==> src/linked_block_allocator_macros.svh <==
// ----------------------------------------------------------------------------
// linked_block_allocator_macros.svh
// assertion macros shared by the allocator rtl
// ----------------------------------------------------------------------------
`ifndef LINKED_BLOCK_ALLOCATOR_MACROS_SVH
`define LINKED_BLOCK_ALLOCATOR_MACROS_SVH

// same-cycle implication, disabled during reset
`define LBA_ASSERT_NOW(label, clk, rst, ante, cons, msg) \
   label: assert property (@(posedge clk) disable iff (rst) (ante) |-> (cons)) \
      else $error(msg);

// next-cycle implication, disabled during reset
`define LBA_ASSERT_NEXT(label, clk, rst, ante, cons, msg) \
   label: assert property (@(posedge clk) disable iff (rst) (ante) |=> (cons)) \
      else $error(msg);

`endif

==> src/lba_pkg.sv <==
// ----------------------------------------------------------------------------
// lba_pkg
// shared sizes, codes and types of the linked block allocator
// ----------------------------------------------------------------------------
package lba_pkg;

   localparam int BLOCKS     = 1024;
   localparam int FILES      = 128;
   localparam int IDX_W      = $clog2(BLOCKS);
   localparam int BLK_W      = IDX_W + 1;
   localparam int FIDX_W     = $clog2(FILES);
   localparam int CNT_W      = $clog2(FILES + 1);
   localparam int TAG_W      = 32;
   localparam int BYTES_W    = 24;
   localparam int BPB_W      = 16;
   localparam int TBU_W      = 11;
   localparam int STATUS_W   = 3;
   localparam int OUT_W      = 11;
   localparam int DVD_W      = BYTES_W + 1;
   localparam int DVS_W      = BPB_W;
   localparam int DIV_CNT_W  = $clog2(DVD_W);
   localparam int CSR_IDX_W  = 1;
   localparam int CSR_DATA_W = 16;
   localparam int LFSR_W     = 16;

   localparam logic [LFSR_W-1:0] LFSR_SEED = 16'hACE1;
   localparam logic [LFSR_W-1:0] LFSR_TAPS = 16'hB400;

   localparam logic [TBU_W-1:0] TBU_RESET = 11'd1024;
   localparam logic [BPB_W-1:0] BPB_RESET = 16'd512;

   localparam logic ACT_CREATE = 1'b0;
   localparam logic ACT_DELETE = 1'b1;

   localparam logic [CSR_IDX_W-1:0] CSR_TOTAL_BLOCKS = 1'd0;
   localparam logic [CSR_IDX_W-1:0] CSR_BLOCK_BYTES  = 1'd1;

   localparam logic [STATUS_W-1:0] ST_CREATED  = 3'd0;
   localparam logic [STATUS_W-1:0] ST_DELETED  = 3'd1;
   localparam logic [STATUS_W-1:0] ST_NOSPACE  = 3'd2;
   localparam logic [STATUS_W-1:0] ST_FULL     = 3'd3;
   localparam logic [STATUS_W-1:0] ST_NOTFOUND = 3'd4;

   typedef struct packed {
      logic             start;
      logic [DVD_W-1:0] dividend;
      logic [DVS_W-1:0] divisor;
   } div_cmd_type;

   typedef struct packed {
      logic             done;
      logic [DVD_W-1:0] quotient;
      logic [DVS_W-1:0] remainder;
   } div_rsp_type;

   function automatic logic [LFSR_W-1:0] lfsr_next(input logic [LFSR_W-1:0] s);
      logic [LFSR_W-1:0] sh;
      sh = s >> 1;
      return s[0] ? (sh ^ LFSR_TAPS) : sh;
   endfunction

endpackage

==> src/lba_div.sv <==
// ----------------------------------------------------------------------------
// lba_div
// restoring divider, one quotient bit per cycle
// ----------------------------------------------------------------------------
module lba_div import lba_pkg::*; (
   input  logic        clock,
   input  logic        reset,
   input  div_cmd_type cmd,
   output div_rsp_type rsp
);

   logic                 busy_ff, busy_in;
   logic                 done_ff, done_in;
   logic [DIV_CNT_W-1:0] cnt_ff, cnt_in;
   logic [DVD_W-1:0]     dvd_ff, dvd_in;
   logic [DVS_W-1:0]     dvs_ff, dvs_in;
   logic [DVS_W-1:0]     rem_ff, rem_in;
   logic [DVS_W:0]       trial;
   logic [DVS_W:0]       diff;
   logic                 ge;

   assign trial = {rem_ff, dvd_ff[DVD_W-1]};
   assign ge    = trial >= {1'b0, dvs_ff};
   assign diff  = trial - {1'b0, dvs_ff};

   always_comb begin
      busy_in = busy_ff;
      done_in = 1'b0;
      cnt_in  = cnt_ff;
      dvd_in  = dvd_ff;
      dvs_in  = dvs_ff;
      rem_in  = rem_ff;
      if (cmd.start) begin
         busy_in = 1'b1;
         cnt_in  = '0;
         dvd_in  = cmd.dividend;
         dvs_in  = cmd.divisor;
         rem_in  = '0;
      end else if (busy_ff) begin
         rem_in = ge ? diff[DVS_W-1:0] : trial[DVS_W-1:0];
         dvd_in = {dvd_ff[DVD_W-2:0], ge};
         cnt_in = cnt_ff + 1'b1;
         if (cnt_ff == DIV_CNT_W'(DVD_W - 1)) begin
            busy_in = 1'b0;
            done_in = 1'b1;
         end
      end
   end

   always_ff @(posedge clock) begin
      if (reset) begin
         busy_ff <= 1'b0;
         done_ff <= 1'b0;
         cnt_ff  <= '0;
      end else begin
         busy_ff <= busy_in;
         done_ff <= done_in;
         cnt_ff  <= cnt_in;
      end
      dvd_ff <= dvd_in;
      dvs_ff <= dvs_in;
      rem_ff <= rem_in;
   end

   assign rsp.done      = done_ff;
   assign rsp.quotient  = dvd_ff;
   assign rsp.remainder = rem_ff;

endmodule

==> config.mk <==
export PLATFORM = sky130hd
export DESIGN_NAME = lba_div
export DESIGN_NICKNAME = d
export VERILOG_FILES = /design/src/linked_block_allocator_macros.svh /design/src/lba_pkg.sv /design/src/lba_div.sv
export SDC_FILE = /design/constraint.sdc
export NUM_CORES = 1
export LEC_CHECK = 0
export BUFFER_PORTS_ARGS = -buffer_cell sky130_fd_sc_hd__buf_2
export CAP_MARGIN = 25
export CELL_PAD_IN_SITES_DETAIL_PLACEMENT = 0
export CELL_PAD_IN_SITES_GLOBAL_PLACEMENT = 2
export CORE_ASPECT_RATIO = 1.4
export CORE_MARGIN = 1
export CORE_UTILIZATION = 34
export DETAILED_ROUTE_END_ITERATION = 12
export GPL_TIMING_DRIVEN = 0
export MAX_ROUTING_LAYER = met4
export PLACE_DENSITY_LB_ADDON = 0.1
export REMOVE_ABC_BUFFERS = 1
export SLEW_MARGIN = 15
export SYNTH_ARGS = -nofsm -noshare
export SYNTH_HDL_FRONTEND = slang
export SYNTH_SLANG_ARGS = --single-unit
==> constraint.sdc <==
create_clock -name clock -period 2.7 [get_ports clock]
set_input_delay 0.27 -clock clock [delete_from_list [all_inputs] [get_ports clock]]
set_output_delay 0.27 -clock clock [all_outputs]
set_load 0.02 [all_outputs]
-- Yosys cells after proc, flatten, opt, wreduce, memory -nomap -nowiden
Cells that the tools add are included.
- add/subtract/negate cells: 2
- order comparisons: 1
- equality and inequality tests: 1
- multiplexer cells: 7
- bitwise logic cells: 1
- reduce and logical (&&, ||, !) cells: 3
- operator list (operator ; count):
    25-bit 2-to-1 mux ; 2
    17-bit by 16-bit greater-or-equal comparator with 1-bit output ; 1
    16-bit 2-to-1 mux ; 1
    16-bit subtractor ; 1
    5-bit by 1-bit adder with 5-bit output, second input constant ; 1
    5-bit equality test, second input constant ; 1
    1-bit 2-to-1 mux ; 4
    3-bit OR reduction ; 1
    2-bit nonzero test ; 1
    2-bit OR reduction ; 1
    1-bit inverter ; 1
- register bits after elaboration: 64
- bits of input ports: 44

-- Logic depth before layout (Yosys ltp)
Gate-level depths: netlist of the first run.
- word-level depth: 4
- depth in mapped cells: 11
- depth with buffers taken out: 10

-- Worst setup path before layout of the first run
Ideal clock, no wire load.
- kind: reg2reg
- from: register rem_ff[11]
- to: register dvd_ff[0] (data pin)
- library setup time: 0.260 ns
- arrival time: 2.302 ns
- required time: 2.440 ns
- slack: 0.138 ns
- stages on the path, launching flop included: 10
- buffers on the path: 2
- clock period less this slack: 2.562 ns
- cells stage by stage: dfxtp_1 > ha_1 > buf_6 > a21oi_2 > o21ai_1 > o21bai_4 > a2111oi_4 > o41ai_4 > buf_2 > mux2_2
- cells in the longest elaborated chain, start to end: 3
- ends and longest elaborated chain (element ; line ; text):
    start: declaration ; lba_div.sv:17 ; logic [DVS_W-1:0] rem_ff, rem_in;
    start signal: assignment ; lba_div.sv:62 ; rem_ff <= rem_in;
    17-bit by 16-bit greater-or-equal comparator with 1-bit output ; lba_div.sv:23 ; assign ge = trial >= {1'b0, dvs_ff};
    25-bit 2-to-1 mux ; lba_div.sv:39 ; end else if (busy_ff) begin
    25-bit 2-to-1 mux ; lba_div.sv:33 ; if (cmd.start) begin
    named net dvd_in[0] ; lba_div.sv:15 ; logic [DVD_W-1:0] dvd_ff, dvd_in;
    end signal: assignment ; lba_div.sv:60 ; dvd_ff <= dvd_in;
    end: declaration ; lba_div.sv:15 ;
The timed path passes the listed nets, and every way through them passes these cells. The select of a mux whose other input is x is not followed.
A chain may end at the register's enable or synchronous reset.

-- Final worst setup path of the first run
- from: register dvs_ff[12]
- to: register rem_ff[14]
- cells in the longest elaborated chain, start to end: 2
- elaborated cells on any way between the ends: 3
- classes of those cells: add/sub: 1; order compare: 1; mux: 1
- ends and longest elaborated chain (element ; line ; text):
    start: declaration ; lba_div.sv:16 ; logic [DVS_W-1:0] dvs_ff, dvs_in;
    start signal: assignment ; lba_div.sv:61 ; dvs_ff <= dvs_in;
    16-bit subtractor or 17-bit by 16-bit greater-or-equal comparator with 1-bit output (tied branches) ; lba_div.sv:24, lba_div.sv:23 ;
    16-bit 2-to-1 mux (*) ; lba_div.sv:40 ; rem_in = ge ? diff[DVS_W-1:0] : trial[DVS_W-1:0];
Every way passes the cells marked *; elsewhere a longest branch is shown, timed or not.

==> results.txt, run 1 <==
CTS H-tree depth - 3
Ant diodes - 0
Largest net degree at the start of global routing - 26
Critical path endpoint category - register
DRT Pass-1 Iters - 4
R2R Setup Slk - 0.14 ns
Routability congestion estimate - 0.7590
Vias in the first global route - 2545
Hold Crit Depth - 2
Hold_buf cts - 0
PortBufs - 85
Register area share after synthesis - 0.4853
Routed vias/inst - 4.790
Final Hold Slack - 0.09715 ns
M2 GR Usage - 0.2793
Die footprint - 10670 µm²
Post-synthesis register bit count - 64
Grt met1 use - 0.1861
Initial core utilization - 0.3502
Fin crit period - 2.555 ns
CTS tree - done
Clock skew - 0.004229 ns
Max Freq - 0.3913 GHz
Main synth FF type - edfxtp_1
Placed insts - 522
Least-Margin Pin Slew - 0.6774 ns
Final setup viols - 0
Share of cells above drive strength 1 - 0.3540
Synthesis-to-finish area growth - 25.74%
Maxcap violations - 0
DRC violations left - 0
Setup WS post-layout - 0.1446 ns
Post-synth top area cell - edfxtp_1
Asr flop ratio synth - 0
Post-synth EDFFs - 41
Leakage - 0.001899 µW
Met3 Usage GRT - 0.04472
Min-delay worst type - primary input to register
Clock Pin Slew Worst Setup and Hold Paths - 0.06 ns
Initial antenna violation count - 0
Post-synth top area share - 0.3532
Pwr dens - 663.2 nW/µm²
Worst Hold End - busy_ff
Setup bufs post-CTS - 0
Final Non-Filler Cells - 539
Clk sink count - 64
Overflow after GRT - 0
Dpl hpwl - 6.019 mm
DR WL/cell - 14.86 µm
CP max FO - 12
Num ports - 86
RR Endpoint - rem_ff[14]
Root Driver - clkbuf_16
Dpl ws - 0.008256 ns
R2R Path Start - dvs_ff[12]
Die width - 87.58 µm
Post-DRT Antenna Nets - 0
Die height - 121.8 µm
Final Cycle Share - 0.9464
Routed WL - 8.007 mm
Synthesized area - 3486 µm²
Total number of vias - 2582
Worst vdd ir - 274.8 µV
Syn Inst Count - 314
Final Hold Fails - 0
Syn. warnings - 0
Max Slew Vio Count - 0
1st-iter DRT viols - 111
CTS Buffer Depth - 2
Syn avg cell area - 11.10 µm²
NumNets Final - 462
Busiest layer in global routing - met2
Main area contributors after synthesis - edfxtp_1, dfxtp_1, mux2_2, ha_1, mux2i_1
Post-cts repair resize count - 0
Post-synthesis cell type count - 51
GRT Overall Usage - 0.1674
Number of cell rows - 43
TritonCTS buffer count - 9
Slew HR - 0.5478
Clk Latency, worst-skew pair - 0.33 ns
First-pass GRT wire length - 12.63 mm
WS Path Type - register to register
Startpoint types - register
RSZ-0062 raised after global routing - false
Core Box Area - 9953 µm²
Status - completed
R2R cell count - 11
Crit path DAT - 2.81 ns
Min-delay src - reset
CP required - 2.95 ns
## stage by stage
step	TNS [ns]	instance area (µm²)	utilization	power [µW]
detailed placement	0	4054	0.4073	1771
global route	0	4383	0.4404	3041
CTS	0	4350	0.4371	2947
global placement	-20.02	3996	0.4015	1753
floorplan	-0.6451	3402	-	1576
finish	0	4383	0.4404	2907
## sequential cells by signal, summed over array words and instances, names as in the netlist
name	count
dvs_ff	16
busy_ff	1
done_ff	1
rem_ff	16
cnt_ff	5
dvd_ff	25
## routing by layer
layer | share of wire | vias up
met2 | 0.53 | 47
met5 | 0 | -
li1 | - | 1313
met1 | 0.42 | 1212
met3 | 0.029 | 10
met4 | 0.019 | 0
## cells in the mapped netlist (all sizes together) (5+ instances only)
cell     n
xnor2    8
nor2    20
clkbuf   6
mux2i   11
o21ai   13
mux2    25
nand3    7
buf     10
edfxtp  41
inv     24
ha      18
dfxtp   23
xor2     8
a31oi    5
nor3     5
nand2   26
a21o     5
a21oi   18
## report_power, final
group / switching, µW / internal (µW) / total, µW
registers: 47.2 / 1130 / 1180
logic: 325 / 245 / 570
clock network: 443 / 714 / 1160
total: 816 / 2090 / 2910
## cells in the final DEF (no fill, tap or decap), types with 3 or more instances in the layout
cell,synthesis,final
buf_2,4,85
edfxtp_1,41,41
mux2_2,25,25
nand2_1,25,25
inv_1,24,24
dfxtp_1,23,23
nor2_1,20,20
a21oi_1,16,16
ha_1,18,16
mux2i_1,11,11
o21ai_1,9,9
clkbuf_16,0,9
xor2_1,8,8
xnor2_1,8,8
nand3_1,7,7
nor3_1,5,5
a31oi_1,5,5
a21o_1,4,4
nand4_1,4,4
and3_1,4,4
o21ai_0,4,4
o211ai_1,3,3
nor2b_1,3,3
a211oi_1,3,3
## worst max-delay path by stage
stage	start	to	slack, ns	depth (start not counted)
after floorplan	dvd_ff[24]	rem_ff[5]	-0.1	9
after CTS	dvs_ff[12]	rem_ff[14]	0.004	11
after detailed placement	dvs_ff[12]	rem_ff[14]	0.008	11
after global placement	dvs_ff[4]	rem_ff[14]	-0.62	9
final	dvs_ff[12]	rem_ff[14]	0.14	11
after global routing	dvs_ff[3]	rem_ff[14]	0.006	11
## cells by family after synthesis
group | Yosys count | share of synthesized area
AND/OR/NAND/NOR | 76 | 0.1041
flip-flops | 64 | 0.4853
AO/OA/AOI/OAI | 63 | 0.1378
buffers and inverters | 40 | 0.04989
multiplexers | 36 | 0.1123
adder cells (fa/ha/maj) | 19 | 0.07035
XOR/XNOR | 16 | 0.04020
## worst max-delay path, cell delays in order (launching register included)
cell and delay, ns:
edfxtp_1 0.36, inv_1 0.06, ha_2 0.33, a21oi_2 0.22, o21ai_1 0.09, o21bai_4 0.19
a2111oi_4 0.38, o41ai_4 0.14, buf_6 0.18, buf_8 0.16, mux2i_1 0.13, a211oi_1 0.22
## area by class of cell
| cell class | count | area [µm²] |
|---|---|---|
| Inverter | 24 | 90.09 |
| Sequential cell | 64 | 1692 |
| Timing Repair Buffer | 90 | 510.5 |
| Clock inverter | 7 | 71.32 |
| Fill cell | 995 | 5570 |
| Tap cell | 135 | 168.9 |
| Multi-Input combinational cell | 210 | 1625 |
| Clock buffer | 9 | 225.2 |
(Power assumes the default switching activity.)
==> run 2: changes to the inputs <==
--- a/config.mk
+++ b/config.mk
@@ -9,7 +9,6 @@
 export CAP_MARGIN = 25
 export CELL_PAD_IN_SITES_DETAIL_PLACEMENT = 0
 export CELL_PAD_IN_SITES_GLOBAL_PLACEMENT = 2
-export CORE_ASPECT_RATIO = 1.4
 export CORE_MARGIN = 1
 export CORE_UTILIZATION = 34
 export DETAILED_ROUTE_END_ITERATION = 12
@@ -21,3 +20,4 @@
 export SYNTH_ARGS = -nofsm -noshare
 export SYNTH_HDL_FRONTEND = slang
 export SYNTH_SLANG_ARGS = --single-unit
+export TNS_END_PERCENT = 50
==> run 2 against run 1 <==
Flip-flop and latch count unchanged. Hold slack lost 0.0082 ns. Clock power fell by 30%. Critical path type unchanged.
==> results.txt, run 2 (synthesized netlist as in run 1, its figures left out) <==
Critical path endpoint category - register (unchanged)
Final setup viols - 0 (unchanged)
1st-iter DRT viols - 57 (was 111)
Overflow after GRT - 0 (unchanged)
TritonCTS buffer count - 9 (unchanged)
Biggest register - dvd_ff (unchanged)
Max Slew Vio Count - 0 (unchanged)
Number of cell rows - 36 (was 43)
Area occupied by multi-input gates - 1623 µm² (was 1625 µm²)
Commonest cells after routing, fill and taps aside - buf_2, edfxtp_1, mux2_2, nand2_1, inv_1 (unchanged)
Clock Pin Slew Worst Setup and Hold Paths - 0.08 ns (was 0.06 ns)
Finished layout cell area - 4274 µm² (was 4383 µm²)
Met3 Usage GRT - 0.04167 (was 0.04472)
Fin crit period - 2.563 ns (was 2.555 ns)
Least-Margin Pin Slew - 0.7634 ns (was 0.6774 ns)
Largest regs - dvd_ff x25, dvs_ff x16, rem_ff x16 (unchanged)
Grt met1 use - 0.2177 (was 0.1861)
Routed WL - 8.273 mm (was 8.007 mm)
PortBufs - 85 (unchanged)
Crit path cell chain - inv_1 > ha_2 > a21oi_2 > o21ai_1 > o21bai_4 > a2111oi_4 > o41ai_4 > buf_6 > mux2_2 (was inv_1 > ha_2 > a21oi_2 > o21ai_1 > o21bai_4 > a2111oi_4 > o41ai_4 > buf_6 > buf_8 > mux2i_1 > a211oi_1)
Clk sink count - 64 (unchanged)
Slew HR - 0.4904 (was 0.5478)
Total number of vias - 2619 (was 2582)
Leakage - 0.001865 µW (was 0.001899 µW)
Net Sw Power - 767.8 µW (was 815.6 µW)
DRC violations left - 0 (unchanged)
Vias in the first global route - 2530 (was 2545)
Synthesis-to-finish area growth - 22.61% (was 25.74%)
Placed insts - 520 (was 522)
Share of cells above drive strength 1 - 0.3506 (was 0.3540)
CTS H-tree depth - 3 (unchanged)
Final Hold Fails - 0 (unchanged)
Clock skew - 0.007260 ns (was 0.004229 ns)
Setup WS post-layout - 0.1370 ns (was 0.1446 ns)
Root Driver - clkbuf_8 (was clkbuf_16)
Min-delay worst type - primary input to register (unchanged)
Sw frac - 0.2986 (was 0.2806)
Final Cycle Share - 0.9492 (was 0.9464)
Core Box Area - 9864 µm² (was 9953 µm²)
Status - completed (unchanged)
CTS tree - done (unchanged)
M2 GR Usage - 0.2641 (was 0.2793)
Startpoint types - register (unchanged)
Initial antenna violation count - 0 (unchanged)
Die height - 103.3 µm (was 121.8 µm)
DRT Pass-1 Iters - 4 (unchanged)
NumNets Final - 463 (was 462)
Clk Latency, worst-skew pair - 0.34 ns (was 0.33 ns)
Post-DRT Antenna Nets - 0 (unchanged)
CTS Buffer Depth - 2 (unchanged)
# fillers - 986 (was 995)
Busiest layer in global routing - met2 (unchanged)
Sequential power share - 0.459 (was 0.406)
Die width - 103.3 µm (was 87.58 µm)
Dpl hpwl - 5.941 mm (was 6.019 mm)
Final Hold Slack - 0.08890 ns (was 0.09715 ns)
Crit path DAT - 2.66 ns (was 2.81 ns)
Max Freq - 0.3902 GHz (was 0.3913 GHz)
Reg area - 1692 µm² (unchanged)
DR WL/cell - 15.38 µm (was 14.86 µm)
WS Path Type - register to register (unchanged)
Routed vias/inst - 4.868 (was 4.790)
Die footprint - 10660 µm² (was 10670 µm²)
Leading cell type in the layout, fill and taps excluded - buf_2 (unchanged)
Dpl ws - -0.05364 ns (was 0.008256 ns)
Clock power frac - 0.317 (was 0.398)
Routability congestion estimate - 0.7231 (was 0.7590)
CP required - 2.80 ns (was 2.95 ns)
Largest net degree at the start of global routing - 34 (was 26)
Worst vdd ir - 224.4 µV (was 274.8 µV)
Critical-path cell with the highest stage delay - a2111oi_4 (unchanged)
Max FFs per register - 25 (unchanged)
Internal - 1803 µW (was 2091 µW)
First-pass GRT wire length - 12.96 mm (was 12.63 mm)
Num ports - 86 (unchanged)
Maxcap violations - 0 (unchanged)
Slowest stage delay, CP - 0.42 ns (was 0.38 ns)
Final Non-Filler Cells - 538 (was 539)
GRT Overall Usage - 0.1691 (was 0.1674)
Initial core utilization - 0.3534 (was 0.3502)
Ant diodes - 0 (unchanged)
CP max FO - 9 (was 12)
Gate power share - 0.224 (was 0.196)
RSZ-0062 raised after global routing - false (unchanged)
Pwr dens - 601.6 nW/µm² (was 663.2 nW/µm²)
Post-DP Area - 4048 µm² (was 4054 µm²)
Hold_buf cts - 0 (unchanged)
## run 2: changes by cell type in the layout (fill, tap and decap cells not counted), sizes merged
cell      change
clkinvlp      -2
buf           +1
inv           -1
clkinv        +1
clkbuf        +2
## run 2: path summary, 6_finish.rpt
path / from / endpoint / slack [ns] / depth (start not counted)
max: dvs_ff[12] / dvd_ff[0] / 0.14 / 9
min: reset / busy_ff / 0.09 / 2
max reg2reg: dvs_ff[12] / dvd_ff[0] / 0.14 / 9
min reg2reg: rem_ff[12] / rem_ff[12] / 0.49 / 2
## run 2: power by group through the flow
stage,Sequential [µW],Combinational [µW],Clock [µW]
final,1180,576,815
after global placement,1200,555,0
after CTS,1180,575,859
after global routing,1190,630,889
after floorplan,1260,313,0
after detailed placement,1200,570,0
## run 2: through the flow
step / utilization / power [µW] / setup TNS [ns]
floorplan: - / 1576 / -0.6451
detailed placement: 0.4103 / 1772 / -0.1707
finish: 0.4333 / 2571 / 0
global route: 0.4333 / 2713 / 0
CTS: 0.4302 / 2616 / 0
global placement: 0.4049 / 1757 / -22.64
## run 2: critical path, delay by kind of cell, from the launching register on
family,cells,cell delay [ns]
adders and majority gates,1,0.34
AOI/OAI and AO/OA,5,1.08
DFF,1,0.38
buffers and inverters,2,0.25
muxes,1,0.26
## run 2: final cells by class
| class | count | area share |
|---|---|---|
| sequential | 64 | 0.3958 |
| timing repair buffer | 91 | 0.1203 |
| clock buffer | 11 | 0.03074 |
| tap | 133 | 0.03893 |
| clock inverter | 5 | 0.01347 |
| inverter | 24 | 0.02108 |
| multi-input combinational | 210 | 0.3797 |
## run 2: per-layer routing
metal,share of wire,vias to the layer above
li1,-,1311
met1,0.48,1235
met2,0.47,65
met3,0.044,8
met4,0.010,0
met5,0,-
## run 2: what timing repair did
item | 4_1_cts | 5_1_grt
buffers inserted | 1 | 0
gates resized for setup | 0 | 1
endpoints found under the setup margin | 8 | 3
gates cloned | 0 | 0
pin swaps | 1 | 0
